$ cat src/design/ihex_pkg.sv
`default_nettype none
// ----------------------------------------------------------------------------
// ihex_pkg
// Shared types, character codes and result kinds for the Intel HEX parser.
// ----------------------------------------------------------------------------
package ihex_pkg;

   localparam logic [7:0] CH_COLON = 8'h3A;
   localparam logic [7:0] CH_CR    = 8'h0D;
   localparam logic [7:0] CH_LF    = 8'h0A;

   typedef enum logic [1:0] {
      KIND_DATA       = 2'd0,
      KIND_OK         = 2'd1,
      KIND_CSUM_ERR   = 2'd2,
      KIND_FORMAT_ERR = 2'd3
   } kind_type;

   typedef enum logic [6:0] {
      PH_IDLE = 7'b0000001,
      PH_LEN  = 7'b0000010,
      PH_ADDR = 7'b0000100,
      PH_TYPE = 7'b0001000,
      PH_DATA = 7'b0010000,
      PH_CSUM = 7'b0100000,
      PH_SKIP = 7'b1000000
   } phase_type;

   // bit 4 set marks a character that is not a hex digit
   function automatic logic [4:0] hex_value(input logic [7:0] c);
      logic [4:0] v;
      v = 5'h10;
      case (c) inside
         [8'h30:8'h39]: v = {1'b0, c[3:0]};
         [8'h41:8'h46],
         [8'h61:8'h66]: v = {1'b0, c[3:0] + 4'd9};
         default:       v = 5'h10;
      endcase
      return v;
   endfunction

endpackage
`default_nettype wire

$ cat src/design/intel_hex_record_parser.sv
`default_nettype none
// ----------------------------------------------------------------------------
// intel_hex_record_parser
// Parses a stream of ASCII characters into Intel HEX data bytes and
// record-end status items.
// ----------------------------------------------------------------------------
// One character is taken per clock cycle while no result is left waiting in
// the output register; only such a waiting result holds back the input. Each
// accepted character is held in an input register, decoded against the parser
// state, and its result, if any, is loaded into the output register, from
// which it is offered. Data bytes are issued as soon as they are decoded,
// before the record checksum is known: a record whose end item reports a
// checksum error must be dropped downstream. After a format error the parser
// ignores everything up to the next line feed.
module intel_hex_record_parser
   import ihex_pkg::*;
(
   input  wire logic        clock,
   input  wire logic        reset,
   input  wire logic        req_valid,
   output logic             req_ready,
   input  wire logic [7:0]  req_char_in,
   output logic             rsp_valid,
   input  wire logic        rsp_ready,
   output logic [1:0]       rsp_kind,
   output logic [15:0]      rsp_byte_address,
   output logic [7:0]       rsp_data_byte,
   output logic [7:0]       rsp_record_type,
   output logic [7:0]       rsp_record_length
);

   // input register
   logic        s1_valid_ff, s1_valid_in;
   logic [7:0]  s1_char_ff;

   // parser state
   phase_type   phase_ff, phase_in;
   logic [3:0]  nibble_high_ff, nibble_high_in;
   logic [2:0]  digit_count_ff, digit_count_in;
   logic [7:0]  length_reg_ff, length_reg_in;
   logic [15:0] address_reg_ff, address_reg_in;
   logic [7:0]  type_reg_ff, type_reg_in;
   logic [7:0]  byte_index_ff, byte_index_in;
   logic [7:0]  running_sum_ff, running_sum_in;

   // result register
   logic        out_valid_ff, out_valid_in;
   kind_type    out_kind_ff, out_kind_in;
   logic [15:0] out_addr_ff, out_addr_in;
   logic [7:0]  out_data_ff, out_data_in;
   logic [7:0]  out_type_ff, out_type_in;
   logic [7:0]  out_len_ff, out_len_in;

   logic        s1_advance;
   logic        emit;
   logic [4:0]  hex_d;
   logic [3:0]  d;
   logic [7:0]  b;
   logic [2:0]  dc_next;
   logic [7:0]  sum_next;
   logic [7:0]  index_next;
   logic [15:0] addr_shift;

   assign s1_advance  = !out_valid_ff || rsp_ready;
   assign req_ready   = !s1_valid_ff || s1_advance;
   assign s1_valid_in = req_ready ? req_valid : s1_valid_ff;

   assign hex_d      = hex_value(s1_char_ff);
   assign d          = hex_d[3:0];
   assign b          = {nibble_high_ff, d};
   assign dc_next    = digit_count_ff + 3'd1;
   assign sum_next   = running_sum_ff + b;
   assign index_next = byte_index_ff + 8'd1;
   assign addr_shift = {address_reg_ff[11:0], d};

   always_comb begin
      phase_in       = phase_ff;
      nibble_high_in = nibble_high_ff;
      digit_count_in = digit_count_ff;
      length_reg_in  = length_reg_ff;
      address_reg_in = address_reg_ff;
      type_reg_in    = type_reg_ff;
      byte_index_in  = byte_index_ff;
      running_sum_in = running_sum_ff;
      emit           = 1'b0;
      out_kind_in    = KIND_FORMAT_ERR;
      out_addr_in    = address_reg_ff;
      out_data_in    = 8'd0;

      case (phase_ff)
         PH_IDLE: begin
            if (s1_char_ff == CH_COLON) begin
               phase_in       = PH_LEN;
               nibble_high_in = 4'd0;
               digit_count_in = 3'd0;
               length_reg_in  = 8'd0;
               address_reg_in = 16'd0;
               type_reg_in    = 8'd0;
               byte_index_in  = 8'd0;
               running_sum_in = 8'd0;
            end else if (s1_char_ff != CH_CR && s1_char_ff != CH_LF) begin
               emit     = 1'b1;
               phase_in = PH_SKIP;
            end
         end
         PH_LEN, PH_ADDR, PH_TYPE, PH_DATA, PH_CSUM: begin
            if (hex_d[4]) begin
               emit     = 1'b1;
               phase_in = (s1_char_ff == CH_LF) ? PH_IDLE : PH_SKIP;
            end else if (dc_next[0]) begin
               // first digit of a byte
               digit_count_in = dc_next;
               nibble_high_in = d;
               if (phase_ff == PH_ADDR) address_reg_in = addr_shift;
            end else begin
               digit_count_in = 3'd0;
               running_sum_in = sum_next;
               case (phase_ff)
                  PH_LEN: begin
                     length_reg_in = b;
                     phase_in      = PH_ADDR;
                  end
                  PH_ADDR: begin
                     address_reg_in = addr_shift;
                     if (dc_next < 3'd4) begin
                        digit_count_in = dc_next;
                     end else begin
                        phase_in = PH_TYPE;
                     end
                  end
                  PH_TYPE: begin
                     type_reg_in = b;
                     phase_in    = (length_reg_ff == 8'd0) ? PH_CSUM : PH_DATA;
                  end
                  PH_DATA: begin
                     emit          = 1'b1;
                     out_kind_in   = KIND_DATA;
                     out_addr_in   = address_reg_ff + {8'd0, byte_index_ff};
                     out_data_in   = b;
                     byte_index_in = index_next;
                     if (index_next == length_reg_ff) phase_in = PH_CSUM;
                  end
                  default: begin
                     emit        = 1'b1;
                     out_kind_in = (sum_next == 8'd0) ? KIND_OK : KIND_CSUM_ERR;
                     phase_in    = PH_IDLE;
                  end
               endcase
            end
         end
         default: begin
            // skipping to end of line
            if (s1_char_ff == CH_LF) phase_in = PH_IDLE;
         end
      endcase
   end

   assign out_type_in  = type_reg_ff;
   assign out_len_in   = length_reg_ff;
   assign out_valid_in = (s1_valid_ff && s1_advance) ? emit
                       : (out_valid_ff && !rsp_ready);

   always_ff @(posedge clock) begin
      if (reset) begin
         s1_valid_ff    <= 1'b0;
         out_valid_ff   <= 1'b0;
         phase_ff       <= PH_IDLE;
         nibble_high_ff <= 4'd0;
         digit_count_ff <= 3'd0;
         length_reg_ff  <= 8'd0;
         address_reg_ff <= 16'd0;
         type_reg_ff    <= 8'd0;
         byte_index_ff  <= 8'd0;
         running_sum_ff <= 8'd0;
      end else begin
         s1_valid_ff  <= s1_valid_in;
         out_valid_ff <= out_valid_in;
         if (s1_valid_ff && s1_advance) begin
            phase_ff       <= phase_in;
            nibble_high_ff <= nibble_high_in;
            digit_count_ff <= digit_count_in;
            length_reg_ff  <= length_reg_in;
            address_reg_ff <= address_reg_in;
            type_reg_ff    <= type_reg_in;
            byte_index_ff  <= byte_index_in;
            running_sum_ff <= running_sum_in;
         end
      end
   end

   always_ff @(posedge clock) begin
      if (req_ready) s1_char_ff <= req_char_in;
      if (s1_valid_ff && s1_advance && emit) begin
         out_kind_ff <= out_kind_in;
         out_addr_ff <= out_addr_in;
         out_data_ff <= out_data_in;
         out_type_ff <= out_type_in;
         out_len_ff  <= out_len_in;
      end
   end

   assign rsp_valid         = out_valid_ff;
   assign rsp_kind          = out_kind_ff;
   assign rsp_byte_address  = out_addr_ff;
   assign rsp_data_byte     = out_data_ff;
   assign rsp_record_type   = out_type_ff;
   assign rsp_record_length = out_len_ff;

`ifndef NO_ASSERTIONS
   a_accept_loads_stage: assert property (@(posedge clock) disable iff (reset)
      req_valid && req_ready |=> s1_valid_ff)
      else $error("accepted item did not reach the input register");

   a_status_no_data: assert property (@(posedge clock) disable iff (reset)
      out_valid_ff && out_kind_ff != KIND_DATA |-> out_data_ff == 8'd0)
      else $error("status item carries a data byte");

   a_record_end_idle: assert property (@(posedge clock) disable iff (reset)
      s1_valid_ff && s1_advance && emit
      && (out_kind_in == KIND_OK || out_kind_in == KIND_CSUM_ERR)
      |=> phase_ff == PH_IDLE)
      else $error("parser not idle after record end");

   a_index_in_range: assert property (@(posedge clock) disable iff (reset)
      phase_ff == PH_DATA |-> byte_index_ff < length_reg_ff)
      else $error("byte index ran past record length");
`endif

endmodule
`default_nettype wire

$ cat config.mk
export PLATFORM = sky130hd
export DESIGN_NAME = intel_hex_record_parser
export DESIGN_NICKNAME = d
export VERILOG_FILES = /design/src/design/ihex_pkg.sv /design/src/design/intel_hex_record_parser.sv
export SDC_FILE = /design/constraint.sdc
export NUM_CORES = 1
export LEC_CHECK = 0
export BUFFER_PORTS_ARGS = -buffer_cell sky130_fd_sc_hd__buf_2
export CAP_MARGIN = 20
export CORE_ASPECT_RATIO = 0.6
export CORE_MARGIN = 10
export CORE_UTILIZATION = 45
export DETAILED_ROUTE_END_ITERATION = 8
export GPL_TIMING_DRIVEN = 1
export HOLD_SLACK_MARGIN = 0.12
export PLACE_DENSITY_LB_ADDON = 0.08
export SETUP_SLACK_MARGIN = 0.3
export SLEW_MARGIN = 0
export SYNTH_ARGS = -nofsm -noshare
export SYNTH_HDL_FRONTEND = slang
export SYNTH_SLANG_ARGS = --single-unit
$ cat constraint.sdc
create_clock -name clock -period 4.9 [get_ports clock]
set_input_delay 0.245 -clock clock [delete_from_list [all_inputs] [get_ports clock]]
set_output_delay 0.245 -clock clock [all_outputs]
set_load 0.005 [all_outputs]
# == After elaboration in Yosys (flattened, before gate mapping) ==
# Cells that the tools add are included.
# word_totals
register_bits,114
inputBits,12
out_inout_bits,44
elab_cells,138
# op_classes
addsub,5
order_cmp,7
eq_ne,23
muxes,56
bitwise_logic,2
reduce_logical,29
# op_table
operator,n
2-to-1 mux 16 bit,7
2-to-1 mux 8 bit,12
one-hot mux 8 bit (2 select lines),4
2-to-1 mux 7 bit,8
one-hot mux 16 bit (2 select lines),1
one-hot mux 7 bit (4 select lines),1
AND reduction 6 bit,4
adder 16 x 8 -> 16 bit,1
>= comparator 8 x 7 -> 1 bit (second input constant),2
less-or-equal comparator 8 x 7 -> 1 bit (second input constant),2
zero test 8 bit,2
!= test 2 bit (second input constant),8
!= test 8 x 4 -> 1 bit (second input constant),2
2-to-1 mux 3 bit,5
AND reduction 5 bit,3
one-hot mux 7 bit (2 select lines),1
2-to-1 mux 4 bit,3
2-to-1 mux 5 bit,2
adder 8 x 1 -> 8 bit (second input constant),1
adder 8 bit,1
equality test 8 x 4 -> 1 bit (second input constant),1
equality test 8 x 6 -> 1 bit (second input constant),1
equality test 8 bit,1
>= comparator 8 x 6 -> 1 bit (second input constant),1
other kinds (30),48

# == Logic depth before layout (Yosys ltp) ==
# logic_depth
ltp_word,9
depth_mapped,15
mapped_depth_nobuf,15

# == Least setup slack after synthesis ==
# OpenSTA, ideal clock, no wires.
# synth_timing
path_type,register to register
startpoint,reg s1_char_ff[0]
endpoint,reg out_kind_ff[1] (netlist: rsp_kind[1]) (data pin)
setup_ns,0.259
t_arrival_ns,3.221
required_ns,4.641
path_slack_ns,1.420
stages_incl_launch_ff,15
path_buffers,0
synth_period_minus_slack_ns,3.480
path_cell_list,edfxtp_1 -> inv_1 -> ha_1 -> inv_1 -> o311a_1 -> a22oi_1 -> inv_1 -> ha_1 -> a21o_1 -> a21oi_1 -> xnor2_1 -> or4b_1 -> nor4_1 -> and3_1 -> o21ai_1
# synth_via
elab_chain_len,9
word_cells_on_any_way,18
classes_between,add/sub (2); order compare (6); mux (4); reduce/logical (6)
# synth_rtl
element,line_no,source
from (decl),intel_hex_record_parser.sv:34,logic [7:0] s1_char_ff;
from (signal assigned),intel_hex_record_parser.sv:192,if (req_ready) s1_char_ff <= req_char_in;
>= comparator 8 x 7 -> 1 bit (implied by the code) / less-or-equal comparator 8 x 7 -> 1 bit (equally long branches),intel_hex_record_parser.sv:68,assign hex_d = hex_value(s1_char_ff);
logical AND 1 bit (implied by the code),intel_hex_record_parser.sv:68,
OR reduction 2 bit,ihex_pkg.sv:33,case (c) inside
2-to-1 mux 5 bit,ihex_pkg.sv:33,
2-to-1 mux 5 bit (*),ihex_pkg.sv:33,
named net hex_d[1],intel_hex_record_parser.sv:56,logic [4:0] hex_d;
adder 8 bit (*),intel_hex_record_parser.sv:72,assign sum_next = running_sum_ff + b;
zero test 8 bit (*),intel_hex_record_parser.sv:145,out_kind_in = (sum_next == 8'd0) ? KIND_OK : KIND_CSUM_ERR;
2-to-1 mux 2 bit (*),intel_hex_record_parser.sv:145,
one-hot mux 2 bit (2 select lines) (*),intel_hex_record_parser.sv:118,case (phase_ff)
to (signal assigned),intel_hex_record_parser.sv:194,out_kind_ff <= out_kind_in;
to (decl),intel_hex_record_parser.sv:48,"kind_type out_kind_ff, out_kind_in;"
# The timed path passes the listed nets; every way through them passes the cells marked *.
# A chain may end at the register's enable or synchronous reset.

# == Final worst setup path ==
# layout_timing
startpoint,reg s1_char_ff[1]
endpoint,reg out_kind_ff[1] (netlist: rsp_kind[1]) (data pin)
# Same word-level chain as after synthesis.

==> results.yml <==
worst_setup_path:
  reg2reg_from: "s1_char_ff[1]"
  cp-start-kind: "flop"
  critPathKind: "flop to flop"
  critical_path.max_fanout: 8
  reg2regPathDepth: 14
  cp-end-kind: "flop"
  arrival_ns: 4.28
  r2r_end: "rsp_kind[1]"
  r2r_slack_ns: 0.77
  cp.required_ns: 5.06
route:
  ant_nets: 0
  firstDrtPassIters: 5
  vias: 4734
  dr.first_iter.drc_count: 316
  drc: 0
  drt_wl_total_um: 14890
  wire_per_inst_um: 17.68
  routed_via_density: 5.622
timing:
  setup_tns_ns: 0
  hold_viol_final: 0
  finalSetupViolations: 0
  rsz0062_at_grt: "false"
  timing.hold.ws_ns: 0.1792
  period_needed_ns: 4.126
  final_max_slew_viol_count: 0
  setup_ws_ns: 0.7741
  max_freq_ghz: 0.2424
  worst_clock_skew_ns: 0.008569
  slew_headroom: 0.2839
  min_period_over_period: 0.8420
  tightest_slew_ns: 1.074
finish:
  nets: 694
  final_area_um2: 6959
  synthToLayoutAreaGrowth_pct: 17.34
  nFillCells: 1138
  diodes: 0
  drive_gt1_frac: 0.1637
  mostFrequentLayoutCells: "dfxtp_1, buf_2, nand2_1"
  final_common_cell: "dfxtp_1"
pwr:
  pwr-share-clk: 0.511
  seqPwrFrac: 0.437
  vdd_drop_max_uv: 228.3
  switching_share: 0.2466
  static-leakage-power_nw: 2.665
  power_density_nw_per_um2: 338.1
  power_frac_comb: 0.052
  p_total_mw: 2.353
  p_int_mw: 1.773
  p_sw_mw: 0.5803
logic_synthesis:
  netlist_area_um2: 5931
  ys_seq_area_frac: 0.4692
  ys_seq_elements: 114
  async_reset_ff_frac: 0
  synth_nets: 640
  ys_warn_count: 0
  syn_area_per_cell_um2: 9.803
  synth_cell_type_count: 72
  synth-edff-count: 50
  synth_flop_cell: "dfxtp_1"
  synthCells: 605
hold_path:
  hold_class: "primary input to flop"
  hp-start: "rsp_ready"
  hold_path_end: "rsp_valid"
  holdPathStages: 4
job:
  cap_violations: 0
cts:
  cts_tree: "built"
  clockBufferDepth: 2
  numCtsBuffers: 17
  post_cts_resized: 0
  cts_root_buf: "clkbuf_16"
  htree_levels: 4
  clock-sinks: 114
  hold_buffers: 9
  clock_latency_ns: 0.41
  cts_setup_buffers: 0
  clk_pin_slew_ns: 0.06
global_route:
  met1_usage: 0.2550
  antenna_found_initial: 0
  grt_use_met3: 0.03809
  grt_usage: 0.1634
  grt_use_met2: 0.2141
  overflow: 0
  grt_start_max_net_pins: 61
  grt_pass1_wl_um: 23920
  busiest_layer: "met1"
  grt_pass1_vias: 4299
placement:
  place_hpwl_um: 10530
  post-place-ws_ns: 0.8335
  port_buffers: 55
  place.gp.congestion: 0.8653
  placed_cell_area_um2: 6296
floorplanning:
  ios: 56
  coreArea_um2: 12850
  die_area_um2: 18320
  die_y_um: 108.9
  initial_utilization: 0.4614
  rows: 32
  die_w_um: 168.2
outcome:
  status: "finished, final reports clean"
## synth_stat cells, types with 13 or more instances
cell type,n,share of area
dfxtp_1,64,0.22
nand2_1,52,0.033
nand3_1,20,0.017
xnor2_1,24,0.035
edfxtp_1,50,0.25
a21oi_1,39,0.033
and2_1,13,0.014
o21ai_0,26,0.022
nand2b_1,14,0.015
nor2_1,40,0.025
inv_1,19,0.012
ha_1,21,0.044
clkbuf_1,17,0.011
o21ai_1,17,0.014
nor2b_1,13,0.014
mux2i_1,15,0.025
## flip-flops by register name, indices dropped and copies added (netlist names), 2 cells and up
name               cells
address_reg_ff        16
byte_index_ff          8
digit_count_ff         3
length_reg_ff          8
nibble_high_ff         4
out_type_in            8
phase_ff               7
rsp_byte_address      16
rsp_data_byte          8
rsp_kind               2
rsp_record_length      8
rsp_record_type        8
running_sum_ff         8
s1_char_ff             8
## layout make-up
class	count	area, µm²	share of cell area
clock buffer	17	425.4	0.06113
clock inverter	15	147.6	0.02122
inverter	20	75.07	0.01079
multi-input combinational	441	2943	0.4229
sequential	114	2783	0.3999
tap	170	212.7	0.03056
timing repair buffer	65	372.9	0.05358
## worst max-delay path by stage
stage	startpoint	endpoint	slack, ns	cells past startpoint
2_1_floorplan	s1_char_ff[0]	rsp_kind[1]	1.42	14
3_3_place_gp	s1_char_ff[0]	rsp_kind[1]	1.10	14
3_5_place_dp	s1_char_ff[1]	rsp_kind[1]	0.83	14
4_1_cts	s1_char_ff[1]	rsp_kind[1]	0.83	14
5_1_grt	s1_char_ff[1]	rsp_kind[1]	0.48	14
6_report	s1_char_ff[1]	rsp_kind[1]	0.77	14
## routing by layer
layer / routed length (µm) / share of wire / vias up
met5: 0 / 0 / -
met4: 128 / 0.0086 / 0
met3: 841 / 0.056 / 12
met2: 5862 / 0.39 / 141
met1: 8055 / 0.54 / 2261
li1: - / - / 2320
## cells by family (layout without fill, tap and decap cells)
kind of cell | after synthesis | in the layout | synth area share
mux | 20 | 20 | 0.03608
buf+inv | 50 | 117 | 0.03544
flops | 114 | 114 | 0.4692
fa+ha+maj | 23 | 23 | 0.05105
compound gates | 140 | 140 | 0.1538
xor+xnor | 36 | 36 | 0.05316
simple gates | 222 | 222 | 0.2013
## worst max-delay path, stage by stage, from the launching register on
cell	delay [ns]
edfxtp_1	0.45
inv_1	0.13
ha_1	0.18
inv_1	0.05
o311a_1	0.44
a22oi_1	0.37
inv_1	0.09
ha_1	0.28
a21o_1	0.18
a21oi_1	0.41
xnor2_1	0.15
or4b_1	0.57
nor4_1	0.30
and3_1	0.21
o21ai_1	0.06
## through the flow
stage	std cells	utilization
2_1_floorplan	605	-
3_3_place_gp	801	0.4899
3_5_place_dp	801	0.4899
4_1_cts	842	0.5415
5_1_grt	842	0.5415
6_report	842	0.5415
## power by group through the flow
| stage | Clock (mW) | Combinational [mW] | Sequential [mW] |
|---|---|---|---|
| floorplan | 0 | 0.0745 | 1.05 |
| global placement | 0 | 0.115 | 1.05 |
| detailed placement | 0 | 0.116 | 1.05 |
| CTS | 1.22 | 0.123 | 1.03 |
| global route | 1.26 | 0.134 | 1.03 |
| finish | 1.20 | 0.122 | 1.03 |
Power figures use the tool's default switching activity.
